## config.mk

```make
export PLATFORM = sky130hd
export DESIGN_NAME = json_string_unescape_utf8_flat
export DESIGN_NICKNAME = d
export VERILOG_FILES = /design/src/rtl/jsu_pkg.sv /design/src/rtl/jsu_if.sv /design/src/rtl/jsu_front.sv /design/src/rtl/jsu_queue.sv /design/src/rtl/jsu_back.sv /design/src/rtl/json_string_unescape_utf8.sv /design/src/flat_wrapper.sv
export SDC_FILE = /design/constraint.sdc
export NUM_CORES = 1
export LEC_CHECK = 0
export BUFFER_PORTS_ARGS = -buffer_cell sky130_fd_sc_hd__buf_2
export CAP_MARGIN = 20
export CORE_MARGIN = 4
export CORE_UTILIZATION = 40
export CTS_BUF_LIST = sky130_fd_sc_hd__clkbuf_8 sky130_fd_sc_hd__clkbuf_16
export DETAILED_ROUTE_END_ITERATION = 8
export SLEW_MARGIN = 30
export SYNTH_ARGS = -nofsm -noshare
export SYNTH_HDL_FRONTEND = slang
export SYNTH_SLANG_ARGS = --single-unit
```

## constraint.sdc

```tcl
create_clock -name clk -period 4.8 [get_ports clk]
set_input_delay 0.72 -clock clk [delete_from_list [all_inputs] [get_ports clk]]
set_output_delay 0.72 -clock clk [all_outputs]
set_load 0.02 [all_outputs]
```

## src/rtl/jsu_pkg.sv

```systemverilog
// ----------------------------------------------------------------------------
// jsu_pkg: shared types for the JSON string unescaper
// Result kinds, error codes and the job word passed from front to back.
// ----------------------------------------------------------------------------
package jsu_pkg;

  typedef enum logic [1:0] {
    KIND_DATA  = 2'd0,
    KIND_DONE  = 2'd1,
    KIND_ERROR = 2'd2
  } kind_t;

  typedef enum logic [3:0] {
    ERR_NONE        = 4'd0,
    ERR_EOF_STRING  = 4'd1,
    ERR_EOF_HEX     = 4'd2,
    ERR_BAD_HEX     = 4'd3,
    ERR_BAD_ESCAPE  = 4'd4,
    ERR_CONTROL     = 4'd5,
    ERR_LOW_MISSING = 4'd6,
    ERR_BAD_LOW     = 4'd7,
    ERR_ORPHAN_LOW  = 4'd8
  } err_t;

  localparam int QUEUE_DEPTH = 4;
  localparam int QPTR_W      = $clog2(QUEUE_DEPTH);

  // One job: either a single result word, or a code point to expand in UTF-8.
  typedef struct packed {
    logic        is_cp;
    logic [20:0] cp;
    logic [7:0]  data;
    kind_t       kind;
    err_t        code;
  } job_t;

endpackage

```

## src/rtl/jsu_if.sv

```systemverilog
// ----------------------------------------------------------------------------
// jsu_in_if / jsu_out_if: valid/ready channels of the unescaper
// Input carries one raw string byte; output carries one result word.
// ----------------------------------------------------------------------------
interface jsu_in_if;
  logic       valid;
  logic       ready;
  logic [7:0] in_byte;
  logic       end_of_input;

  modport source (output valid, output in_byte, output end_of_input, input ready);
  modport sink   (input valid, input in_byte, input end_of_input, output ready);
endinterface

interface jsu_out_if;
  logic       valid;
  logic       ready;
  logic [7:0] out_byte;
  logic [1:0] result_kind;
  logic [3:0] error_code;
  logic       last;

  modport source (output valid, output out_byte, output result_kind,
                  output error_code, output last, input ready);
  modport sink   (input valid, input out_byte, input result_kind,
                  input error_code, input last, output ready);
endinterface

```

## src/rtl/jsu_front.sv

```systemverilog
// ----------------------------------------------------------------------------
// jsu_front: string body parser
// Takes one byte per cycle while the job queue has room, tracks escape state and pushes one job per result.
// ----------------------------------------------------------------------------
module jsu_front (
  input  logic          clk,
  input  logic          rst_n,
  jsu_in_if.sink        in_ch,
  input  logic          q_full,
  output logic          q_push,
  output jsu_pkg::job_t q_job
);
  import jsu_pkg::*;

  typedef enum logic [5:0] {
    MODE_PLAIN   = 6'b000001,
    MODE_ESC     = 6'b000010,
    MODE_HEX1    = 6'b000100,
    MODE_WANT_BS = 6'b001000,
    MODE_WANT_U  = 6'b010000,
    MODE_HEX2    = 6'b100000
  } mode_t;

  mode_t       mode_r, mode_nxt;
  logic [1:0]  cnt_r, cnt_nxt;
  logic [11:0] acc_r, acc_nxt;
  logic [9:0]  high_r, high_nxt;

  logic        accept;
  logic        job_vld;
  job_t        job;
  logic [4:0]  hex_d;
  logic [15:0] acc_full;
  logic [7:0]  b;

  function automatic logic [4:0] hex_value(input logic [7:0] c);
    logic [4:0] v;
    v = 5'd16;
    if (c >= 8'h30 && c <= 8'h39) v = 5'(c - 8'h30);
    else if (c >= 8'h61 && c <= 8'h66) v = 5'(c - 8'h61 + 8'd10);
    else if (c >= 8'h41 && c <= 8'h46) v = 5'(c - 8'h41 + 8'd10);
    return v;
  endfunction

  assign in_ch.ready = !q_full;
  assign accept      = in_ch.valid && in_ch.ready;
  assign b           = in_ch.in_byte;
  assign hex_d       = hex_value(b);
  assign acc_full    = {acc_r, hex_d[3:0]};

  always_comb begin
    mode_nxt  = mode_r;
    cnt_nxt   = cnt_r;
    acc_nxt   = acc_r;
    high_nxt  = high_r;
    job_vld   = 1'b0;
    job.is_cp = 1'b0;
    job.cp    = 21'd0;
    job.data  = 8'd0;
    job.kind  = KIND_DATA;
    job.code  = ERR_NONE;

    if (in_ch.end_of_input) begin
      job_vld  = 1'b1;
      job.kind = KIND_ERROR;
      case (mode_r)
        MODE_HEX1, MODE_HEX2:      job.code = ERR_EOF_HEX;
        MODE_WANT_BS, MODE_WANT_U: job.code = ERR_LOW_MISSING;
        default:                   job.code = ERR_EOF_STRING;
      endcase
    end else begin
      case (mode_r)
        MODE_ESC: begin
          job_vld  = 1'b1;
          mode_nxt = MODE_PLAIN;
          case (b)
            8'h5C, 8'h2F, 8'h22: job.data = b;
            8'h62: job.data = 8'h08;
            8'h66: job.data = 8'h0C;
            8'h6E: job.data = 8'h0A;
            8'h72: job.data = 8'h0D;
            8'h74: job.data = 8'h09;
            8'h75: begin
              job_vld  = 1'b0;
              mode_nxt = MODE_HEX1;
              cnt_nxt  = 2'd0;
              acc_nxt  = 12'd0;
            end
            default: begin
              job.data = b;
              job.kind = KIND_ERROR;
              job.code = ERR_BAD_ESCAPE;
            end
          endcase
        end
        MODE_HEX1, MODE_HEX2: begin
          if (hex_d[4]) begin
            job_vld  = 1'b1;
            job.data = b;
            job.kind = KIND_ERROR;
            job.code = ERR_BAD_HEX;
          end else if (cnt_r != 2'd3) begin
            acc_nxt = acc_full[11:0];
            cnt_nxt = cnt_r + 2'd1;
          end else begin
            cnt_nxt = 2'd0;
            acc_nxt = 12'd0;
            if (mode_r == MODE_HEX1) begin
              if (acc_full[15:10] == 6'b110110) begin
                high_nxt = acc_full[9:0];
                mode_nxt = MODE_WANT_BS;
              end else if (acc_full[15:10] == 6'b110111) begin
                job_vld  = 1'b1;
                job.data = b;
                job.kind = KIND_ERROR;
                job.code = ERR_ORPHAN_LOW;
              end else begin
                job_vld   = 1'b1;
                job.is_cp = 1'b1;
                job.cp    = {5'd0, acc_full};
                mode_nxt  = MODE_PLAIN;
              end
            end else begin
              job_vld = 1'b1;
              if (acc_full[15:10] != 6'b110111) begin
                job.data = b;
                job.kind = KIND_ERROR;
                job.code = ERR_BAD_LOW;
              end else begin
                job.is_cp = 1'b1;
                job.cp    = {1'b0, high_r, acc_full[9:0]} + 21'h010000;
              end
            end
          end
        end
        MODE_WANT_BS: begin
          if (b == 8'h5C) mode_nxt = MODE_WANT_U;
          else begin
            job_vld  = 1'b1;
            job.data = b;
            job.kind = KIND_ERROR;
            job.code = ERR_LOW_MISSING;
          end
        end
        MODE_WANT_U: begin
          if (b == 8'h75) begin
            mode_nxt = MODE_HEX2;
            cnt_nxt  = 2'd0;
            acc_nxt  = 12'd0;
          end else begin
            job_vld  = 1'b1;
            job.data = b;
            job.kind = KIND_ERROR;
            job.code = ERR_LOW_MISSING;
          end
        end
        default: begin
          if (b == 8'h22) begin
            job_vld  = 1'b1;
            job.kind = KIND_DONE;
          end else if (b == 8'h5C) begin
            mode_nxt = MODE_ESC;
          end else if (b < 8'h20) begin
            job_vld  = 1'b1;
            job.data = b;
            job.kind = KIND_ERROR;
            job.code = ERR_CONTROL;
          end else begin
            job_vld  = 1'b1;
            job.data = b;
          end
        end
      endcase
    end

    // closing quote, errors and a finished surrogate pair drop all state
    if ((job_vld && job.kind != KIND_DATA) || (mode_r == MODE_HEX2 && job_vld)) begin
      mode_nxt = MODE_PLAIN;
      cnt_nxt  = 2'd0;
      acc_nxt  = 12'd0;
      high_nxt = 10'd0;
    end
  end

  assign q_push = accept && job_vld;
  assign q_job  = job;

  always_ff @(posedge clk) begin
    if (!rst_n) begin
      mode_r <= MODE_PLAIN;
      cnt_r  <= 2'd0;
      acc_r  <= 12'd0;
      high_r <= 10'd0;
    end else if (accept) begin
      mode_r <= mode_nxt;
      cnt_r  <= cnt_nxt;
      acc_r  <= acc_nxt;
      high_r <= high_nxt;
    end
  end

endmodule

```

## src/rtl/jsu_queue.sv

```systemverilog
// ----------------------------------------------------------------------------
// jsu_queue: job queue between parser and result expander
// Small register FIFO; full and empty come straight from the fill count.
// ----------------------------------------------------------------------------
module jsu_queue (
  input  logic          clk,
  input  logic          rst_n,
  input  logic          push,
  input  jsu_pkg::job_t push_job,
  output logic          full,
  input  logic          pop,
  output logic          nonempty,
  output jsu_pkg::job_t pop_job
);
  import jsu_pkg::*;

  job_t                  mem_r [QUEUE_DEPTH];
  logic [QPTR_W-1:0]     wr_r, wr_nxt;
  logic [QPTR_W-1:0]     rd_r, rd_nxt;
  logic [QPTR_W:0]       cnt_r, cnt_nxt;
  logic                  do_push, do_pop;

  assign full     = (cnt_r == (QPTR_W+1)'(QUEUE_DEPTH));
  assign nonempty = (cnt_r != '0);
  assign do_push  = push && !full;
  assign do_pop   = pop && nonempty;
  assign pop_job  = mem_r[rd_r];

  always_comb begin
    wr_nxt  = do_push ? QPTR_W'(wr_r + 1'b1) : wr_r;
    rd_nxt  = do_pop  ? QPTR_W'(rd_r + 1'b1) : rd_r;
    cnt_nxt = cnt_r;
    if (do_push && !do_pop) cnt_nxt = cnt_r + 1'b1;
    else if (!do_push && do_pop) cnt_nxt = cnt_r - 1'b1;
  end

  always_ff @(posedge clk) begin
    if (do_push) mem_r[wr_r] <= push_job;
  end

  always_ff @(posedge clk) begin
    if (!rst_n) begin
      wr_r  <= '0;
      rd_r  <= '0;
      cnt_r <= '0;
    end else begin
      wr_r  <= wr_nxt;
      rd_r  <= rd_nxt;
      cnt_r <= cnt_nxt;
    end
  end

endmodule

```

## src/rtl/jsu_back.sv

```systemverilog
// ----------------------------------------------------------------------------
// jsu_back: result expander
// Holds one job and walks it out as one to four result words.
// ----------------------------------------------------------------------------
module jsu_back (
  input  logic          clk,
  input  logic          rst_n,
  input  logic          q_nonempty,
  input  jsu_pkg::job_t q_job,
  output logic          q_pop,
  jsu_out_if.source     out_ch
);
  import jsu_pkg::*;

  job_t       cur_r;
  logic       cur_vld_r, cur_vld_nxt;
  logic [1:0] idx_r, idx_nxt;
  logic [1:0] last_idx;
  logic [7:0] utf_byte;
  logic       out_acc;
  logic       take;

  // number of UTF-8 bytes minus one
  always_comb begin
    if (!cur_r.is_cp)              last_idx = 2'd0;
    else if (cur_r.cp < 21'h80)    last_idx = 2'd0;
    else if (cur_r.cp < 21'h800)   last_idx = 2'd1;
    else if (cur_r.cp < 21'h10000) last_idx = 2'd2;
    else                           last_idx = 2'd3;
  end

  always_comb begin
    utf_byte = cur_r.cp[7:0];
    case (last_idx)
      2'd1: utf_byte = (idx_r == 2'd0) ? {3'b110, cur_r.cp[10:6]} : {2'b10, cur_r.cp[5:0]};
      2'd2: begin
        case (idx_r)
          2'd0:    utf_byte = {4'b1110, cur_r.cp[15:12]};
          2'd1:    utf_byte = {2'b10, cur_r.cp[11:6]};
          default: utf_byte = {2'b10, cur_r.cp[5:0]};
        endcase
      end
      2'd3: begin
        case (idx_r)
          2'd0:    utf_byte = {5'b11110, cur_r.cp[20:18]};
          2'd1:    utf_byte = {2'b10, cur_r.cp[17:12]};
          2'd2:    utf_byte = {2'b10, cur_r.cp[11:6]};
          default: utf_byte = {2'b10, cur_r.cp[5:0]};
        endcase
      end
      default: utf_byte = cur_r.cp[7:0];
    endcase
  end

  assign out_ch.valid       = cur_vld_r;
  assign out_ch.out_byte    = cur_r.is_cp ? utf_byte : cur_r.data;
  assign out_ch.result_kind = cur_r.kind;
  assign out_ch.error_code  = cur_r.code;
  assign out_ch.last        = (idx_r == last_idx);

  assign out_acc = out_ch.valid && out_ch.ready;
  // load the next job once the current one has sent its last word
  assign take    = !cur_vld_r || (out_acc && out_ch.last);
  assign q_pop   = take && q_nonempty;

  always_comb begin
    cur_vld_nxt = cur_vld_r;
    idx_nxt     = idx_r;
    if (take) begin
      cur_vld_nxt = q_nonempty;
      idx_nxt     = 2'd0;
    end else if (out_acc) begin
      idx_nxt = idx_r + 2'd1;
    end
  end

  always_ff @(posedge clk) begin
    if (q_pop) cur_r <= q_job;
  end

  always_ff @(posedge clk) begin
    if (!rst_n) begin
      cur_vld_r <= 1'b0;
      idx_r     <= 2'd0;
    end else begin
      cur_vld_r <= cur_vld_nxt;
      idx_r     <= idx_nxt;
    end
  end

endmodule

```

## src/rtl/json_string_unescape_utf8.sv

```systemverilog
// ----------------------------------------------------------------------------
// json_string_unescape_utf8: JSON string body unescaper with UTF-8 output
// Feed the bytes after the opening quote on in_ch, one byte per word; set
// end_of_input on a word that carries no byte to close the stream.
// Results leave on out_ch: data bytes, a finished word at the closing quote,
// or one error word. last marks the final word caused by one input byte.
// Throughput: one input byte per cycle while the job queue has room. Bytes
// that decode to one result sustain one word per cycle while out_ch is ready;
// a \u escape yields its one to four UTF-8 bytes, one word per cycle.
// Results pass through the four-entry job queue and then the expander's job
// register before they leave on out_ch.
// Escape bytes and leading hex digits produce no words.
// Reset (rst_n low, synchronous) empties the queue and returns the parser to
// the string body. When out_ch stalls, words hold; the parser keeps taking
// bytes until the job queue fills, then drops in_ch.ready.
// ----------------------------------------------------------------------------
module json_string_unescape_utf8 (
  input  logic      clk,
  input  logic      rst_n,
  jsu_in_if.sink    in_ch,
  jsu_out_if.source out_ch
);
  import jsu_pkg::*;

  logic q_full;
  logic q_push;
  logic q_pop;
  logic q_nonempty;
  job_t push_job;
  job_t pop_job;

  jsu_front u_front (
    .clk    (clk),
    .rst_n  (rst_n),
    .in_ch  (in_ch),
    .q_full (q_full),
    .q_push (q_push),
    .q_job  (push_job)
  );

  jsu_queue u_queue (
    .clk      (clk),
    .rst_n    (rst_n),
    .push     (q_push),
    .push_job (push_job),
    .full     (q_full),
    .pop      (q_pop),
    .nonempty (q_nonempty),
    .pop_job  (pop_job)
  );

  jsu_back u_back (
    .clk        (clk),
    .rst_n      (rst_n),
    .q_nonempty (q_nonempty),
    .q_job      (pop_job),
    .q_pop      (q_pop),
    .out_ch     (out_ch)
  );

endmodule

```

## src/flat_wrapper.sv

```systemverilog
// flat-port wrapper written by rule: the top's interface ports become plain ports
module json_string_unescape_utf8_flat import jsu_pkg::*;
  (clk, rst_n, in_ch_valid, in_ch_in_byte, in_ch_end_of_input, in_ch_ready, out_ch_valid, out_ch_out_byte, out_ch_result_kind, out_ch_error_code, out_ch_last, out_ch_ready);
  jsu_in_if in_ch_i ();
  jsu_out_if out_ch_i ();
  input  logic clk;
  input  logic rst_n;
  input wire logic [$bits(in_ch_i.valid)-1:0] in_ch_valid;
  input wire logic [$bits(in_ch_i.in_byte)-1:0] in_ch_in_byte;
  input wire logic [$bits(in_ch_i.end_of_input)-1:0] in_ch_end_of_input;
  output wire logic [$bits(in_ch_i.ready)-1:0] in_ch_ready;
  output wire logic [$bits(out_ch_i.valid)-1:0] out_ch_valid;
  output wire logic [$bits(out_ch_i.out_byte)-1:0] out_ch_out_byte;
  output wire logic [$bits(out_ch_i.result_kind)-1:0] out_ch_result_kind;
  output wire logic [$bits(out_ch_i.error_code)-1:0] out_ch_error_code;
  output wire logic [$bits(out_ch_i.last)-1:0] out_ch_last;
  input wire logic [$bits(out_ch_i.ready)-1:0] out_ch_ready;
  assign in_ch_i.valid = in_ch_valid;
  assign in_ch_i.in_byte = in_ch_in_byte;
  assign in_ch_i.end_of_input = in_ch_end_of_input;
  assign in_ch_ready = in_ch_i.ready;
  assign out_ch_valid = out_ch_i.valid;
  assign out_ch_out_byte = out_ch_i.out_byte;
  assign out_ch_result_kind = out_ch_i.result_kind;
  assign out_ch_error_code = out_ch_i.error_code;
  assign out_ch_last = out_ch_i.last;
  assign out_ch_i.ready = out_ch_ready;
  json_string_unescape_utf8 u_core (.clk(clk), .rst_n(rst_n), .in_ch(in_ch_i), .out_ch(out_ch_i));
endmodule
```

==> results.tsv, run 1 <==
metric	value	unit
fin_tns_setup	0	ns
dr.pass1.iters	5	
use_met2	0.2619	
hp-class	flop to flop	
synth-edff-count	180	
ys_ff_latch	220	
drt_first_iter_violations	626	
ant_nets	0	
worstPathRequired	4.08	ns
clock_skew	0.01098	ns
seqPwrFrac	0.477	
clk_latency	0.51	ns
root_buffer	clkbuf_16	
synthFlopType	edfxtp_1	
p_int	4050	µW
netlist_area	9862	µm²
worstSetupStartpointType	flop	
routed_wl	22.26	mm
cts_setup_buffers	0	
layout-area-overhead-vs-synth	12.57	%
overflow	0	
drive_gt1_frac	0.1759	
dieArea	27230	µm²
grt_pass1_vias	6104	
rows	57	
start_util	0.4055	
rsz0062_at_grt	no	
track_usage	0.1654	
end_kind	primary output	
synthCells	696	
fin_util	0.4565	
grtUsageMet1	0.2486	
fp.dieW	165.0	µm
place_congestion	0.8513	
drc	0	
synthesis.nets	726	
cts_sinks	220	
tightest_slew	0.9424	ns
grt_most_used_layer	met2	
routedWlPerCell	20.94	µm
finalPower	5707	µW
clockPowerShare	0.315	
io_buffers	29	
h-tree-depth	1	
cp.arrival	3.33	ns
layout.nets	752	
drv_slew	0	
ios	30	
cts_made_buffers	23	
avgViaCountPerCell	5.732	
num_vias	6093	
hold_start	u_core.u_queue.rd_r[1]	
setup_viol_count_final	0	
power.density	514.0	nW/µm²
max_freq	247.0	MHz
p_leak	0.003714	µW
core	24320	µm²
grt_pass1_wl	35.22	mm
crit_path_start	u_core.u_back.cur_r[27]	
hold_buffers	0	
finalCriticalPeriod	4.049	ns
synth_area_per_cell	14.17	µm²
yosysSeqAreaShare	0.6293	
clk_pin_slew	0.06	ns
ys_types	77	
grt_max_degree	37	
r2r_start	u_core.u_back.cur_r[27]	
async_reset_ff_frac	0	
antenna_found_initial	0	
yosys_warnings	0	
ir_worst_vdd	0.2714	mV
p_sw	1656	µW
hold_viol	0	
die_h	165.0	µm
pre_cts_ws	0.6010	ns
critPathKind	flop to primary output	
cts.path.max_buffers	3	
cts_tree	built	
grt_use_met3	0.02071	
cp_max_fo	5	
status	finished clean	
combPwrFrac	0.208	
slew_headroom	0.3690	
min_period_over_period	0.8436	
diodes	0	
drv_cap	0	
cts_resized	0	
dp_hpwl	14.96	mm
switching_share	0.2903	
setup_slack	0.7509	ns
## layer usage
metal / wire length, µm / share of wire
met4: 305 / 0.014
met3: 1022 / 0.046
met1: 10510 / 0.47
met2: 10420 / 0.47
met5: 0 / 0
## registers in the layout (all words and copies together) (netlist names), 3 cells and up
name                             flops
u_core.u_queue.mem_r               144
u_core.u_back.cur_r                 30
u_core.u_front.acc_r                12
u_core.u_front.high_r               10
u_core.u_front.mode_r                6
u_core.u_back.out_ch.error_code      4
u_core.u_queue.cnt_r                 3
## worst paths after layout
path | depth (start not counted) | end | slack [ns]
setup / recovery | 8 | out_ch_out_byte[1] | 0.75
hold / removal | 2 | u_core.u_queue.rd_r[1] | 0.48
setup reg to reg | 13 | u_core.u_queue.cnt_r[2] | 0.94
hold reg to reg | 2 | u_core.u_queue.rd_r[1] | 0.48
## synth_stat cells, types with 6 or more instances
cell type | n | share of area
a21oi_1 | 24 | 0.012
nor4_1 | 7 | 0.0044
nor2b_1 | 13 | 0.0082
ha_1 | 16 | 0.020
nor3_1 | 12 | 0.0061
inv_1 | 19 | 0.0072
nand3_1 | 16 | 0.0081
clkbuf_1 | 23 | 0.0088
dfxtp_1 | 40 | 0.081
and4_1 | 8 | 0.0071
edfxtp_1 | 180 | 0.55
nor2_1 | 44 | 0.017
a31oi_1 | 7 | 0.0044
nand2_1 | 39 | 0.015
a22o_1 | 28 | 0.025
o21ai_0 | 17 | 0.0086
a22oi_1 | 8 | 0.0061
mux2_2 | 6 | 0.0069
a21boi_0 | 8 | 0.0061
buf_4 | 6 | 0.0046
and3_1 | 6 | 0.0038
nand4_1 | 8 | 0.0051
and2_1 | 20 | 0.013
mux4_2 | 36 | 0.082
## worst max-delay path, stage by stage (launching register included)
cell and delay (ns):
edfxtp_1 0.42, or4_1 0.58, or2_1 0.32, o21ai_0 0.32
nand2_1 0.16, a21o_1 0.26, a221oi_1 0.44, a21oi_1 0.13
buf_2 0.20
## kinds of logic after synthesis
logic type / count (synthesis) / share of synthesized area
AND/OR/NAND/NOR: 204 / 0.1124
multiplexers: 46 / 0.09312
XOR/XNOR: 10 / 0.008881
adder cells (fa/ha/maj): 17 / 0.02233
AO/OA/AOI/OAI: 140 / 0.1072
buffers and inverters: 59 / 0.02677
flip-flops: 220 / 0.6293
## placed cells by master (no fill, tap or decap), drive strengths merged, types with 9 or more instances in the layout
master / instances
a22o: 28
clkinv: 9
inv: 22
edfxtp: 180
o21ai: 17
mux4: 36
nand2: 39
and2: 21
and4: 9
clkbuf: 25
nor2b: 13
ha: 16
nand3: 16
nor2: 44
buf: 41
a21oi: 24
nor3: 12
dfxtp: 40
## metrics by stage
| stage | area (µm²) | hold WS (ns) | cells |
|---|---|---|---|
| floorplan | 9866 | 0.4495 | 696 |
| global placement | 10320 | 0.4563 | 1021 |
| detailed placement | 10320 | 0.4663 | 1021 |
| CTS | 11100 | 0.4755 | 1063 |
| global route | 11100 | 0.4992 | 1063 |
| finish | 11100 | 0.4838 | 1063 |
## power by group through the flow
stage	clock [µW]	combinational, µW	sequential, µW
after floorplan	0	938	2620
after global placement	0	1190	2750
after detailed placement	0	1210	2770
after CTS	1840	1210	2730
after global routing	1910	1300	2770
final	1800	1190	2720
## layout make-up
type	count	area [µm²]
tap	324	405.4
fill	2148	13220
clock inverter	17	173.9
multi-input combinational	417	3403
timing repair buffer	41	235.2
sequential	220	6210
inverter	19	71.32
clock buffer	25	603.1
Note: power is estimated with default switching activity, not from simulation.
==> run 2: changes to the inputs <==
==> constraint.sdc (replaced) <==
create_clock -name clk -period 4 [get_ports clk]
set_input_delay 0.6 -clock clk [delete_from_list [all_inputs] [get_ports clk]]
set_output_delay 0.6 -clock clk [all_outputs]
set_load 0.02 [all_outputs]
==> results.tsv, run 2 (synthesis gave the netlist of run 1 again) <==
metric	value	unit	change
ir_worst_vdd	0.3088	mV	was 0.2714 mV
final_common_cell	edfxtp_1		unchanged
regMostFlops	u_core.u_queue.mem_r		unchanged
multi_input_area	3406	µm²	was 3403 µm²
clk_pin_slew	0.06	ns	about the same
core	24320	µm²	unchanged
cp.arrival	3.19	ns	was 3.33 ns
hold_buffers	0		unchanged
regArea	6207	µm²	was 6210 µm²
overflow	0		unchanged
root_buffer	clkbuf_16		unchanged
num_vias	6141		was 6093
dr_wl_met3	1.026	mm	was 1.022 mm
cts_tree	built		unchanged
ios	30		unchanged
layout-area-overhead-vs-synth	13.30	%	was 12.57%
cts.path.max_buffers	3		unchanged
layout_common_cells	edfxtp_1 (180), nor2_1 (43), nand2_1 (39), dfxtp_1 (39), mux4_2 (36)		was edfxtp_1 (180), nor2_1 (44), nand2_1 (39), dfxtp_1 (39), mux4_2 (36)
drv_slew	0		unchanged
clk_latency	0.51	ns	about the same
dp_hpwl	14.82	mm	was 14.96 mm
slew_headroom	0.4797		was 0.3690
min_period_over_period	0.9475		
path_cells	or4_1 > or2_1 > o21ai_1 > nand2_1 > a21o_1 > a221oi_1 > a21oi_1 > buf_2		was or4_1 > or2_1 > o21ai_0 > nand2_1 > a21o_1 > a221oi_1 > a21oi_1 > buf_2
hp-class	input port to flop		was flop to flop
diodes	0		unchanged
grt_pass1_vias	6100		was 6104
worstSetupStartpointType	flop		unchanged
dr.pass1.iters	5		unchanged
track_usage	0.1641		was 0.1654
cts_sinks	220		unchanged
slowest_stage	or4_1		unchanged
critPathKind	flop to primary output		unchanged
start_util	0.4055		unchanged
cts_made_buffers	24		was 23
fillCellCount	2129		was 2148
clock_skew	0.01385	ns	was 0.01098 ns
fin_tns_setup	0	ns	unchanged
cp_slowest_stage_delay	0.57	ns	was 0.58 ns
grt_max_degree	39		was 37
route.met2.wl	10.42	mm	about the same
highest_layer	met4		unchanged
drv_cap	0		unchanged
setup_viol_count_final	0		unchanged
avgViaCountPerCell	5.750		was 5.732
fp.dieW	165.0	µm	unchanged
status	finished clean		unchanged
drt-met1-wl	10.40	mm	was 10.51 mm
rows	57		unchanged
hold_viol	0		unchanged
routed_wl	22.20	mm	was 22.26 mm
drt_first_iter_violations	611		was 626
grt_pass1_wl	34.82	mm	was 35.22 mm
worstPathRequired	3.40	ns	was 4.08 ns
layout.nets	756		was 752
power.density	611.1	nW/µm²	was 514.0 nW/µm²
rsz0062_at_grt	no		unchanged
top_regs	u_core.u_queue.mem_r x144, u_core.u_back.cur_r x30, u_core.u_front.acc_r x12		unchanged
p_leak	0.003756	µW	was 0.003714 µW
place_congestion	0.8954		was 0.8513
path_delay_family	simple AND/OR/NAND/NOR gates		was compound AO/OA/AOI/OAI gates
finalPower	6828	µW	was 5707 µW
cts_resized	0		unchanged
drc	0		unchanged
dieArea	27230	µm²	unchanged
ant_nets	0		unchanged
end_kind	primary output		unchanged
drive_gt1_frac	0.1747		was 0.1759
tightest_slew	0.7734	ns	was 0.9424 ns
h-tree-depth	1		unchanged
die_h	165.0	µm	unchanged
largest_reg_flops	144		unchanged
antenna_found_initial	0		unchanged
max_freq	263.8	MHz	
routedWlPerCell	20.79	µm	was 20.94 µm
cts_setup_buffers	0		unchanged
io_buffers	29		unchanged
cp_max_fo	5		unchanged
finalCriticalPeriod	3.790	ns	
crit_buf_inv	1		unchanged
==> run 2: layer usage <==
layer | up-vias | track usage
met5 | - | 0
met4 | 0 | 0.03516
met3 | 29 | 0.02296
met2 | 194 | 0.2587
met1 | 3112 | 0.2438
li1 | 2806 | -
==> run 2: worst paths after layout <==
check                                         startpoint                  endpoint  slack [ns]  cells past startpoint
worst min register to register  u_core.u_front.high_r[4]  u_core.u_front.high_r[4]        0.49                      1
worst max register to register   u_core.u_back.cur_r[27]   u_core.u_queue.cnt_r[2]        0.34                     14
worst min-delay path                        out_ch_ready    u_core.u_back.idx_r[0]        0.40                      3
worst max-delay path             u_core.u_back.cur_r[27]        out_ch_out_byte[1]        0.21                      8
==> run 2: tightest hold or removal path, delay by kind of cell <==
family                 cells  cell delay [ns]
AOI/OAI and AO/OA          1             0.06
buffers and inverters      1             0.13
and+or+nand+nor            1             0.08
==> run 2: through the flow <==
step / util / std cells / instance area, µm² / worst slack, ns / hold WS (ns)
finish: 0.4594 / 1068 / 11170 / 0.2099 / 0.3978
global route: 0.4594 / 1068 / 11170 / 0.06546 / 0.3946
CTS: 0.4593 / 1068 / 11170 / 0.1333 / 0.3768
detailed placement: 0.4279 / 1024 / 10410 / 0.1675 / 0.4678
global placement: 0.4279 / 1024 / 10410 / 0.2845 / 0.4647
floorplan: - / 696 / 9873 / 0.1244 / 0.4495
==> run 2: layout make-up <==
type,count,share of cell area
Tap cell,324,0.03628
Clock inverter,19,0.01333
Timing Repair Buffer,44,0.02867
Inverter,19,0.006383
Sequential cell,220,0.5555
Multi-Input combinational cell,417,0.3048
Clock buffer,25,0.05498
==> run 2: power breakdown <==
group / leakage, µW / switching (µW) / total, µW / internal, µW
clock: 0.000402 / 856 / 2100 / 1240
combinational: 0.00137 / 856 / 1490 / 633
sequential: 0.00199 / 271 / 3240 / 2970
